File: src/rtl/spim0_pkg.sv
// Shared definitions for the SPI mode 0 master shifter: sizes, codes, result beat.
// No dependencies; imported by the top level.

package spim0_pkg;

    // Sizes
    localparam int MaxBits = 64;
    localparam int CsLines = 8;
    localparam int DataW   = 64;
    localparam int CountW  = 7;
    localparam int PosW    = $clog2(MaxBits);
    localparam int HalfW   = 16;
    localparam int MaskW   = 8;
    localparam int CfgIdxW = 1;

    // Transfer data bits that exist, and select lines that exist
    localparam logic [DataW-1:0] DataMask = {DataW{1'b1}} >> (DataW - MaxBits);
    localparam logic [MaskW-1:0] CsMask   = MaskW'((1 << CsLines) - 1);
    localparam logic [CountW-1:0] MaxCount = CountW'(MaxBits);

    // Command codes
    typedef enum logic [1:0] {
        OP_TX   = 2'd0,
        OP_RX   = 2'd1,
        OP_TICK = 2'd2,
        OP_NOP  = 2'd3
    } t_op;

    // Transfer mode
    typedef enum logic [1:0] {
        MODE_IDLE = 2'd0,
        MODE_TX   = 2'd1,
        MODE_RX   = 2'd2
    } t_mode;

    // Configuration register indexes
    typedef enum logic [CfgIdxW-1:0] {
        CFG_HALF_PERIOD = 1'b0,
        CFG_SELECT_MASK = 1'b1
    } t_cfg_idx;

    // One result beat
    typedef struct packed {
        logic             sclk;
        logic             mosi;
        logic [MaskW-1:0] chip_selects;
        logic             busy_res;
        logic             done_res;
        logic [DataW-1:0] rx_data;
        logic             error;
    } t_result;

    // Data bit carried by the current transfer bit
    function automatic logic [PosW-1:0] bit_pos(
        input logic              order_msb,
        input logic [CountW-1:0] total,
        input logic [CountW-1:0] done
    );
        logic [CountW-1:0] p;
        p = order_msb ? (total - CountW'(1) - done) : done;
        return p[PosW-1:0];
    endfunction

endpackage

File: src/rtl/spi_master_mode0_shifter.sv
// Each accepted command or tick beat yields a registered result beat.
// One beat per cycle while o_stall is low; the state updates in a single pass,
// and a two-entry output stage (result register plus skid) decouples the ports.
// Reset (synchronous, active low): idle, clock low, MOSI low, shift registers
// cleared, half period 1, all chip selects high, no result pending.
// Top level of the SPI mode 0 master shifter; uses spim0_pkg.

module spi_master_mode0_shifter (
    input  logic                          i_clk,
    input  logic                          i_rst_n,
    // Configuration write port
    input  logic                          i_cfg_we,
    input  logic [spim0_pkg::CfgIdxW-1:0] i_cfg_index,
    input  logic [spim0_pkg::HalfW-1:0]   i_cfg_wdata,
    // Command / tick channel
    input  logic                          i_valid,
    output logic                          o_stall,
    input  logic [1:0]                    i_operation,
    input  logic [spim0_pkg::DataW-1:0]   i_tx_data,
    input  logic [spim0_pkg::CountW-1:0]  i_bit_count,
    input  logic                          i_msb_first,
    input  logic                          i_miso_level,
    // Result channel
    output logic                          o_valid,
    input  logic                          i_stall,
    output logic                          o_sclk,
    output logic                          o_mosi,
    output logic [spim0_pkg::MaskW-1:0]   o_chip_selects,
    output logic                          o_busy_res,
    output logic                          o_done_res,
    output logic [spim0_pkg::DataW-1:0]   o_rx_data,
    output logic                          o_error
);
    import spim0_pkg::*;

    // Configuration registers
    logic [HalfW-1:0]  r_half_period;
    logic [MaskW-1:0]  r_select_mask;

    // Shifter state
    t_mode             r_mode,       n_mode;
    logic [DataW-1:0]  r_tx_shift,   n_tx_shift;
    logic [DataW-1:0]  r_rx_shift,   n_rx_shift;
    logic [CountW-1:0] r_bits_done,  n_bits_done;
    logic [CountW-1:0] r_bits_total, n_bits_total;
    logic              r_order_msb,  n_order_msb;
    logic              r_phase,      n_phase;
    logic [HalfW-1:0]  r_tick_count, n_tick_count;
    logic              r_mosi,       n_mosi;

    // Output stage
    t_result           r_out,  r_skid;
    logic              r_out_valid, r_skid_valid;
    t_result           n_res;

    logic              in_accept;
    logic              out_take;
    logic              err;
    logic              done;
    logic [HalfW-1:0]  hp;
    logic [HalfW-1:0]  tick_inc;
    logic              tick_fire;
    logic [CountW-1:0] count_sat;
    logic [PosW-1:0]   cur_pos;
    logic [PosW-1:0]   start_pos;

    assign in_accept = i_valid && !r_skid_valid;
    assign out_take  = r_out_valid && !i_stall;
    assign o_stall   = r_skid_valid;

    // Write configuration registers
    always_ff @(posedge i_clk) begin
        if (!i_rst_n) begin
            r_half_period <= HalfW'(1);
            r_select_mask <= {MaskW{1'b1}};
        end else if (i_cfg_we) begin
            unique case (t_cfg_idx'(i_cfg_index))
                CFG_HALF_PERIOD: r_half_period <= i_cfg_wdata;
                CFG_SELECT_MASK: r_select_mask <= i_cfg_wdata[MaskW-1:0];
                default: ;
            endcase
        end
    end

    // Tick pacing and bit positions
    assign hp        = (r_half_period == '0) ? HalfW'(1) : r_half_period;
    assign tick_inc  = r_tick_count + HalfW'(1);
    assign tick_fire = (tick_inc >= hp) || (tick_inc == '0);
    assign count_sat = (i_bit_count > MaxCount) ? MaxCount : i_bit_count;
    assign cur_pos   = bit_pos(r_order_msb, r_bits_total, r_bits_done);
    assign start_pos = bit_pos(i_msb_first, count_sat, '0);

    // Next state of the shifter
    always_comb begin
        n_mode       = r_mode;
        n_tx_shift   = r_tx_shift;
        n_rx_shift   = r_rx_shift;
        n_bits_done  = r_bits_done;
        n_bits_total = r_bits_total;
        n_order_msb  = r_order_msb;
        n_phase      = r_phase;
        n_tick_count = r_tick_count;
        n_mosi       = r_mosi;
        err          = 1'b0;
        done         = 1'b0;
        case (t_op'(i_operation)) inside
            OP_TX, OP_RX: begin
                if (r_mode != MODE_IDLE || i_bit_count == '0) begin
                    err = 1'b1;
                end else begin
                    n_mode       = (t_op'(i_operation) == OP_TX) ? MODE_TX : MODE_RX;
                    n_tx_shift   = i_tx_data & DataMask;
                    n_bits_done  = '0;
                    n_bits_total = count_sat;
                    n_order_msb  = i_msb_first;
                    n_phase      = 1'b0;
                    n_tick_count = '0;
                    if (t_op'(i_operation) == OP_RX) begin
                        n_rx_shift = '0;
                    end else begin
                        n_mosi = n_tx_shift[start_pos];
                    end
                end
            end
            OP_TICK: begin
                if (r_mode != MODE_IDLE) begin
                    n_tick_count = tick_inc;
                    if (tick_fire) begin
                        n_tick_count = '0;
                        if (!r_phase) begin
                            // rising edge: sample MISO, count the bit
                            n_phase = 1'b1;
                            if (r_mode == MODE_RX && i_miso_level) begin
                                n_rx_shift[cur_pos] = 1'b1;
                            end
                            n_bits_done = r_bits_done + CountW'(1);
                        end else begin
                            // falling edge: finish or present the next bit
                            n_phase = 1'b0;
                            if (r_bits_done >= r_bits_total) begin
                                n_mode = MODE_IDLE;
                                done   = 1'b1;
                            end else if (r_mode == MODE_TX) begin
                                n_mosi = r_tx_shift[cur_pos];
                            end
                        end
                    end
                end
            end
            default: ;
        endcase
    end

    // Build the result beat
    always_comb begin
        n_res.sclk         = (n_mode != MODE_IDLE) ? n_phase : 1'b0;
        n_res.mosi         = n_mosi;
        n_res.chip_selects = r_select_mask & CsMask;
        n_res.busy_res     = (n_mode != MODE_IDLE);
        n_res.done_res     = done;
        n_res.rx_data      = n_rx_shift;
        n_res.error        = err;
    end

    // Advance shifter state on each accepted beat
    always_ff @(posedge i_clk) begin
        if (!i_rst_n) begin
            r_mode       <= MODE_IDLE;
            r_tx_shift   <= '0;
            r_rx_shift   <= '0;
            r_bits_done  <= '0;
            r_bits_total <= '0;
            r_order_msb  <= 1'b0;
            r_phase      <= 1'b0;
            r_tick_count <= '0;
            r_mosi       <= 1'b0;
        end else if (in_accept) begin
            r_mode       <= n_mode;
            r_tx_shift   <= n_tx_shift;
            r_rx_shift   <= n_rx_shift;
            r_bits_done  <= n_bits_done;
            r_bits_total <= n_bits_total;
            r_order_msb  <= n_order_msb;
            r_phase      <= n_phase;
            r_tick_count <= n_tick_count;
            r_mosi       <= n_mosi;
        end
    end

    // Output register with skid entry
    always_ff @(posedge i_clk) begin
        if (!i_rst_n) begin
            r_out_valid  <= 1'b0;
            r_skid_valid <= 1'b0;
        end else begin
            if (r_skid_valid) begin
                if (out_take) begin
                    r_out_valid  <= 1'b1;
                    r_skid_valid <= 1'b0;
                end
            end else if (in_accept) begin
                if (!r_out_valid || out_take) begin
                    r_out_valid <= 1'b1;
                end else begin
                    r_skid_valid <= 1'b1;
                end
            end else if (out_take) begin
                r_out_valid <= 1'b0;
            end
        end
    end

    // Result payloads
    always_ff @(posedge i_clk) begin
        if (r_skid_valid) begin
            if (out_take) begin
                r_out <= r_skid;
            end
        end else if (in_accept) begin
            if (!r_out_valid || out_take) begin
                r_out <= n_res;
            end else begin
                r_skid <= n_res;
            end
        end
    end

    assign o_valid        = r_out_valid;
    assign o_sclk         = r_out.sclk;
    assign o_mosi         = r_out.mosi;
    assign o_chip_selects = r_out.chip_selects;
    assign o_busy_res     = r_out.busy_res;
    assign o_done_res     = r_out.done_res;
    assign o_rx_data      = r_out.rx_data;
    assign o_error        = r_out.error;

endmodule

File: config.mk
export PLATFORM = sky130hd
export DESIGN_NAME = spi_master_mode0_shifter
export DESIGN_NICKNAME = d
export VERILOG_FILES = /design/src/rtl/spim0_pkg.sv /design/src/rtl/spi_master_mode0_shifter.sv
export SDC_FILE = /design/constraint.sdc
export NUM_CORES = 1
export LEC_CHECK = 0
export BUFFER_PORTS_ARGS = -buffer_cell sky130_fd_sc_hd__buf_2
export CORE_ASPECT_RATIO = 2
export CORE_MARGIN = 5
export CORE_UTILIZATION = 65
export CTS_BUF_LIST = sky130_fd_sc_hd__clkbuf_4 sky130_fd_sc_hd__clkbuf_8
export DETAILED_ROUTE_END_ITERATION = 12
export PLACE_DENSITY = 0.84
export SYNTH_ARGS = -nofsm -noshare
export SYNTH_HDL_FRONTEND = slang
export SYNTH_SLANG_ARGS = --single-unit
export TNS_END_PERCENT = 100
File: constraint.sdc
create_clock -name i_clk -period 14.23 [get_ports i_clk]
set_clock_uncertainty 0.1 [all_clocks]
set_input_delay 0.7115 -clock i_clk [delete_from_list [all_inputs] [get_ports i_clk]]
set_output_delay 0.7115 -clock i_clk [all_outputs]
set_load 0.01 [all_outputs]
==> summary.md, run 1 <==
| Metric | Value |
|---|---|
| Standard cell core area | `23900 sq um` |
| VDD IR max | `0.0775 mV` |
| TritonCTS clock tree | `yes` |
| Fraction of final layout cells sized beyond drive strength 1 | `0.182` |
| Share of synthesized flip-flops with an asynchronous set or reset | `0` |
| Data arrival at the endpoint of the critical path | `5.41 ns` |
| Setup TNS | `0 ns` |
| Fmax | `196 MHz` |
| Rows | `80` |
| Clock period minus worst slack | `between 5 and 6 ns` |
| Clock transition at the registers of the reported paths | `0.07 ns` |
| Static power due to leakage | `6.58 nW` |
| Final number of setup-violating endpoints | `0` |
| Setup repair after global routing missed its margin | `false` |
| Count of flip-flops with a built-in enable after synthesis | `154` |
| Main area contributors after synthesis | `edfxtp_1 29%, dfxtp_1 24%, nand2_1 9.2%, a21oi_1 5.6%, o21ai_0 3.2%` |
| Post-route DRC | `0` |
| Critical path endpoint category | `register` |
| Fraction of synthesized cell area taken by the top area cell type | `0.294` |
| Worst min-delay path class | `in -> reg` |
| Placed wire-length estimate | `27700 microns` |
| Pin count of the biggest net entering global routing | `77` |
| Warning count from the yosys run | `0` |
| Mean number of vias per cell | `just over 6` |
| Total nets after synthesis | `1805` |
| Num CTS Buffers | `44` |
| Placed Cells | `approximately 2k` |
| Critical Path RT | `14.52 ns` |
| Grt ovf | `0` |
| Most used standard cells in the synthesized netlist | `388 x nand2_1, 189 x dfxtp_1, 176 x a21oi_1` |
| Kind of critical path | `reg -> reg` |
| Die area | `between 20000 and 30000 sq um` |
| Share of the yosys chip area belonging to registers | `0.534` |
| H-tree levels | `2` |
| Worst Setup Start Kind | `register` |
| Latest clock arrival within the worst-skew pair | `approximately 0.57 ns` |
| Number of maximum-capacitance constraint violations | `0` |
| Number of cells produced by synthesis | `1677` |
| Count of buffers from port buffering | `175` |
| Number of register bits inferred by synthesis | `343` |
| Final routed wire length divided by cell count | `19.2 microns` |
| Final Slew Violations | `0` |
| Leading cell type by number of instances after synthesis | `nand2_1` |
| Violation count after the first detailed-routing iteration | `between 1k and 1.5k` |
| Hold buffers post-CTS | `0` |
| Final setup margin | `9.12 ns` |
| Outcome | `finished clean` |
| Die Width | `120 microns` |
| Maximum clock insertion buffer count | `3` |
| Maximum fanout along the worst path | `14` |
| Cell type with the highest aggregate area in the netlist | `edfxtp_1` |
| PostCTS Resize Cnt | `0` |
| Via count of the first global-routing pass | `12.8k` |
| Pwr Density | `119 nW/um^2` |
| Total wire length after detailed routing | `40900 microns` |
| Final Hold Violating Endpoints | `0` |
| Effective utilization at floorplan | `0.659` |
| Antenna violations before repair | `1` |
| Area added between synthesis and finish | `12.4%` |
| Tot GR Track Use | `0.292` |
| Via count | `12.9k` |
| Post-synthesis cell type count | `72` |
| Post-synthesis average cell area | `around 9.4 sq um` |
| Clock root buffer | `clkbuf_8` |
| Final weighted congestion of routability-driven global placement | `0.947` |
| Post-route fraction of the period consumed by the critical path | `0.359` |
| Number of standard cells in the final layout excluding fillers | `2126` |
| Die span in y | `230 microns` |
| Dpl ws | `between 9 and 10 ns` |
| Global-route wire length before repair | `64600 microns` |
| Remaining number of nets flagged by the antenna check after routing | `0` |
| Slew at the pin closest to its max-slew limit | `1.14 ns` |
| Length of the first detailed-routing pass in iterations | `5` |
| Ys flop type | `dfxtp_1` |
| Number of primary I/O pins | `176` |
| Synth Cell Area | `15800 sq um` |
| Fin nets | `1930` |
| Remaining max-slew budget at the tightest pin | `0.240` |
| Post-CTS setup buffers | `0` |
| Number of sinks handled by clock tree synthesis | `343` |
-- flip-flops by register name, indices dropped and copies added (netlist names), 2 cells and up --
signal          flops
r_tick_count       16
r_skid             77
o_chip_selects      8
r_select_mask       8
r_bits_total        7
r_bits_done         7
r_rx_shift         64
o_rx_data          64
r_half_period      16
r_tx_shift         64
r_mode              2
-- power by group --
| part | internal (mW) | switching [mW] |
|---|---|---|
| registers | 1.07 | 0.0194 |
| logic | 0.0693 | 0.143 |
| clock network | 0.441 | 0.364 |
-- final timing paths --
kind	startpoint	end	slack, ns	cells past startpoint
hold reg to reg	r_rx_shift[61]	r_rx_shift[61]	0.35	2
hold / removal	i_cfg_wdata[2]	r_select_mask[2]	0.28	3
setup reg to reg	r_tick_count[0]	o_rx_data[45]	9.12	14
setup / recovery	r_tick_count[0]	o_rx_data[45]	9.12	14
-- layout make-up --
cell class / count / area (sq um)
Sequential cell: 343 / 8410
Clock buffer: 73 / 905
Tap cell: 287 / 359
Inverter: 37 / 139
Clock inverter: 9 / 106
Multi-Input combinational cell: 1186 / 6790
Antenna cell: 1 / 2.50
Fill cell: 1755 / 6220
Timing Repair Buffer: 190 / 988
-- worst max-delay path, stage by stage (launching register included) --
cell,delay (ns)
dfxtp_1,0.47
ha_1,0.29
nand3_1,0.19
nor4_1,0.57
xor2_1,0.15
ha_1,0.35
nand2_1,0.05
o21ai_0,0.22
a211oi_1,0.09
a21boi_0,0.14
o31ai_1,0.66
o211ai_4,0.36
nor3_2,0.88
a21oi_1,0.19
o21ai_0,0.24
-- cells by family (layout without fill, tap and decap cells) --
| kind of cell | count (synthesis) | in the layout | share of synthesized area |
|---|---|---|---|
| compound gates | 428 | 428 | 0.162 |
| mux | 45 | 45 | 0.0358 |
| flops | 343 | 343 | 0.534 |
| other cells | 0 | 1 | 0 |
| simple gates | 639 | 639 | 0.181 |
| xor+xnor | 43 | 43 | 0.0239 |
| fa+ha+maj | 31 | 31 | 0.0251 |
| buf+inv | 148 | 309 | 0.0383 |
-- metrics by stage --
stage | power (mW) | area, sq um | hold WS [ns] | util
global route | 2.17 | 17700 | 0.268 | 0.740
global placement | 1.31 | 16700 | 0.334 | 0.698
CTS | 2.11 | 17700 | 0.251 | 0.740
floorplan | 1.24 | 15800 | 0.326 | -
detailed placement | 1.32 | 16700 | 0.342 | 0.698
finish | 2.10 | 17700 | 0.279 | 0.740
-- cells in the final DEF (no fill, tap or decap), types with 16 or more instances in the layout --
master / synthesis / routed
a211oi_1: 17 / 17
a21boi_0: 21 / 21
a21oi_1: 176 / 173
a22o_1: 21 / 21
buf_2: 8 / 175
clkbuf_4: 0 / 16
clkbuf_8: 0 / 57
dfxtp_1: 189 / 188
edfxtp_1: 154 / 154
ha_1: 30 / 30
inv_1: 35 / 35
mux2i_1: 26 / 25
nand2_1: 388 / 387
nand3_1: 26 / 26
nor2_1: 111 / 111
o21ai_0: 102 / 101
o21ai_1: 24 / 24
xnor2_1: 26 / 26
xor2_1: 17 / 17
-- per-layer routing --
layer  part of all wire  wire length, microns  vias to the layer above  global-route usage
li1                   -                     -                     6144                   -
met1               0.35                 14200                     6124               0.314
met2               0.54                 21900                      529               0.530
met3              0.059                  2420                      150              0.0401
met4              0.058                  2370                        0               0.181
met5                  0                     0                        -                   0
Power figures use the tool's default switching activity.
==> inputs of run 2 (changes only) <==
- CORE_UTILIZATION: 65 -> 61
- PLACE_DENSITY: 0.84 -> 0.8
- clock period: 14.23 -> 5.14 ns (I/O delays scaled with it)
==> run 2 against run 1 <==
Compared with the run above: sequential share of layout area fell by 2.4 points; first-iteration DRC count fell by 1.2%; clock power rose to 2.6 times the previous value; combinational power increased to 3.1 times the previous value; global-route usage increased by 1.5 points; sequential cell count is the same; utilization shrank 1.1 points; critical path type unchanged; largest cell class unchanged; largest power group unchanged; highest routed layer unchanged.
==> summary.md, run 2 (synthesis results as in run 1) <==
| Metric | Value |
|---|---|
| Outcome | `finished clean (unchanged)` |
| Fmax | `213 MHz (was 196 MHz)` |
| Slowest Stage Delay on Critical Path | `0.67 ns (was 0.88 ns)` |
| Placed wire-length estimate | `28900 microns (was 27700 microns)` |
| Switching power as a share of total power | `0.258 (was 0.250)` |
| Final routed wire length divided by cell count | `19.9 microns (was 19.2 microns)` |
| Clock root buffer | `clkbuf_8 (unchanged)` |
| Via count of the first global-routing pass | `13.5k (was 12.8k)` |
| Depth of the worst hold-timing path | `4 (was 3)` |
| Antenna violations before repair | `2 (was 1)` |
| Critical register-to-register path endpoint | `o_rx_data[15] (was o_rx_data[45])` |
| Final Hold Violating Endpoints | `0 (unchanged)` |
| Mean number of vias per cell | `6.02 (was 6.09)` |
| Setup TNS | `0 ns (unchanged)` |
| Setup repair after global routing missed its margin | `false (unchanged)` |
| Rows | `83 (was 80)` |
| Post-route fraction of the period consumed by the critical path | `0.913 (was 0.359)` |
| Die span in y | `237 microns (was 230 microns)` |
| H-tree levels | `2 (unchanged)` |
| Reg-to-reg startpoint | `r_tick_count[0] (unchanged)` |
| PostCTS Resize Cnt | `0 (unchanged)` |
| VDD IR max | `0.222 mV (was 0.0775 mV)` |
| Dpl ws | `0.551 ns (was 9.16 ns)` |
| Pin count of the biggest net entering global routing | `79 (was 77)` |
| Critical path buffer and inverter count | `1 (was 0)` |
| Length in cells of the worst reg-to-reg path | `15 (was 14)` |
| Pwr Density | `311 nW/um^2 (was 119 nW/um^2)` |
| Kind of cell adding the most delay to the critical path | `compound AO/OA/AOI/OAI gates (unchanged)` |
| Leading cell types in the layout, fill and taps excluded | `387 x nand2_1, 188 x dfxtp_1, 175 x buf_2 (unchanged)` |
| Via count | `13.7k (was 12.9k)` |
| Slowest library cell on the worst path | `nor3_4 (was nor3_2)` |
| Die area | `29300 sq um (was 27600 sq um)` |
| Maximum fanout along the worst path | `16 (was 14)` |
| Post-route DRC | `0 (unchanged)` |
| Violation count after the first detailed-routing iteration | `1308 (was 1324)` |
| Area added between synthesis and finish | `18.3% (was 12.4%)` |
| Final weighted congestion of routability-driven global placement | `0.923 (was 0.947)` |
| Hold buffers post-CTS | `87 (was 0)` |
| Switching pwr | `1.50 mW (was 0.526 mW)` |
| Static power due to leakage | `6.95 nW (was 6.58 nW)` |
| Remaining max-slew budget at the tightest pin | `0.223 (was 0.240)` |
| Fin nets | `2026 (was 1930)` |
| Global-route wire length before repair | `70300 microns (was 64600 microns)` |
| Power share of the sequential group | `0.519 (was 0.517)` |
| Total wire length after detailed routing | `45200 microns (was 40900 microns)` |
| Overall power after layout | `5.80 mW (was 2.10 mW)` |
| Critical path endpoint category | `register (unchanged)` |
| Hold worst-path end | `r_bits_total[4] (was r_select_mask[2])` |
| Final Slew Violations | `0 (unchanged)` |
| Clock period minus worst slack | `4.70 ns (was 5.11 ns)` |
| Die Width | `124 microns (was 120 microns)` |
| Combinational group share of total power | `0.114 (was 0.101)` |
| Most frequent standard cell in the layout excluding fill and tap cells | `nand2_1 (unchanged)` |
| Largest register FFs | `77 (unchanged)` |
| Latest clock arrival within the worst-skew pair | `0.58 ns (was 0.57 ns)` |
| Internal Pwr Total | `4.30 mW (was 1.58 mW)` |
| CP cell instances | `ha_1 > nand3_1 > nor4_1 > xor2_1 > ha_1 > nand2_1 > o21ai_0 > a211oi_1 > a21boi_0 > o31ai_1 > buf_4 > o211ai_4 > nor3_4 > a21oi_1 > o21ai_0 (was ha_1 > nand3_1 > nor4_1 > xor2_1 > ha_1 > nand2_1 > o21ai_0 > a211oi_1 > a21boi_0 > o31ai_1 > o211ai_4 > nor3_2 > a21oi_1 > o21ai_0)` |
| Final setup margin | `0.445 ns (was 9.12 ns)` |
| Maximum clock insertion buffer count | `3 (unchanged)` |
| Worst min-delay path class | `in -> reg (unchanged)` |
| Number of primary I/O pins | `176 (unchanged)` |
| Number of sinks handled by clock tree synthesis | `343 (unchanged)` |
| Kind of critical path | `reg -> reg (unchanged)` |
| Number of maximum-capacitance constraint violations | `0 (unchanged)` |
| Tot GR Track Use | `0.307 (was 0.292)` |
| Data arrival at the endpoint of the critical path | `4.95 ns (was 5.41 ns)` |
| Clock power share | `0.366 (was 0.383)` |
| Count of buffers from port buffering | `175 (unchanged)` |
| Critical Path RT | `5.40 ns (was 14.52 ns)` |
| Length of the first detailed-routing pass in iterations | `6 (was 5)` |
| TritonCTS clock tree | `yes (unchanged)` |
| Num CTS Buffers | `45 (was 44)` |
| Fillcell total | `1935 (was 1755)` |
| Grt ovf | `0 (unchanged)` |
| Effective utilization at floorplan | `0.617 (was 0.659)` |
| Post-CTS setup buffers | `0 (unchanged)` |
| Final number of setup-violating endpoints | `0 (unchanged)` |
| Slew at the pin closest to its max-slew limit | `1.16 ns (was 1.14 ns)` |
| Fraction of final layout cells sized beyond drive strength 1 | `0.178 (was 0.182)` |
| Largest Register | `r_skid (unchanged)` |
| Remaining number of nets flagged by the antenna check after routing | `0 (unchanged)` |
| Register-to-register path setup slack | `0.44 ns (was 9.12 ns)` |
| Clock transition at the registers of the reported paths | `0.07 ns (about the same)` |
| Worst Setup Start Kind | `register (unchanged)` |
| Standard cell core area | `25500 sq um (was 23900 sq um)` |
| Worst Min Path Start | `i_bit_count[4] (was i_cfg_wdata[2])` |
-- run 2: tightest hold or removal path, stage by stage --
cell and delay, ns:
buf_2 0.09, nand2b_1 0.06, o21ai_0 0.15, and2_1 0.11
-- run 2: area by class of cell --
cell class	instances	area, sq um	share of cell area
Antenna cell	2	5.00	0.000269
Clock buffer	73	848	0.0455
Clock inverter	11	97.6	0.00524
Inverter	37	139	0.00745
Multi-Input combinational cell	1186	6790	0.364
Sequential cell	343	8410	0.451
Tap cell	340	425	0.0228
Timing Repair Buffer	285	1920	0.103
-- run 2: how the worst max path moves through the flow --
stage | slack, ns | startpoint | end | depth (start not counted)
global placement | 0.72 | r_tick_count[0] | o_rx_data[15] | 15
CTS | 0.49 | r_tick_count[0] | o_rx_data[15] | 15
finish | 0.44 | r_tick_count[0] | o_rx_data[15] | 15
floorplan | 1.27 | r_tick_count[0] | o_rx_data[6] | 16
global route | 0.04 | r_tick_count[0] | o_rx_data[15] | 15
detailed placement | 0.55 | r_tick_count[0] | o_rx_data[15] | 15
-- run 2: routing by layer --
metal | vias to the layer above | GRT usage | wire length, microns
li1 | 6318 | - | -
met1 | 6486 | 0.322 | 15200
met2 | 684 | 0.548 | 23800
met3 | 214 | 0.0498 | 2920
met4 | 0 | 0.203 | 3310
met5 | - | 0 | 0
-- run 2: per-stage QoR --
| stage | utilization | cell area [sq um] | cells | hold WS, ns |
|---|---|---|---|---|
| global placement | 0.658 | 16800 | 2104 | 0.335 |
| finish | 0.729 | 18600 | 2277 | 0.0177 |
| detailed placement | 0.658 | 16800 | 2104 | 0.341 |
| global route | 0.729 | 18600 | 2277 | 0.0119 |
| CTS | 0.729 | 18600 | 2275 | 0.00265 |
| floorplan | - | 15800 | 1677 | 0.281 |
-- run 2: power groups by stage --
stage / combinational, mW / sequential [mW] / clock (mW)
after floorplan: 0.347 / 3.08 / 0
after global placement: 0.582 / 3.07 / 0
after detailed placement: 0.593 / 3.07 / 0
after CTS: 0.646 / 3.01 / 2.13
after global routing: 0.713 / 3.02 / 2.26
final: 0.663 / 3.01 / 2.12
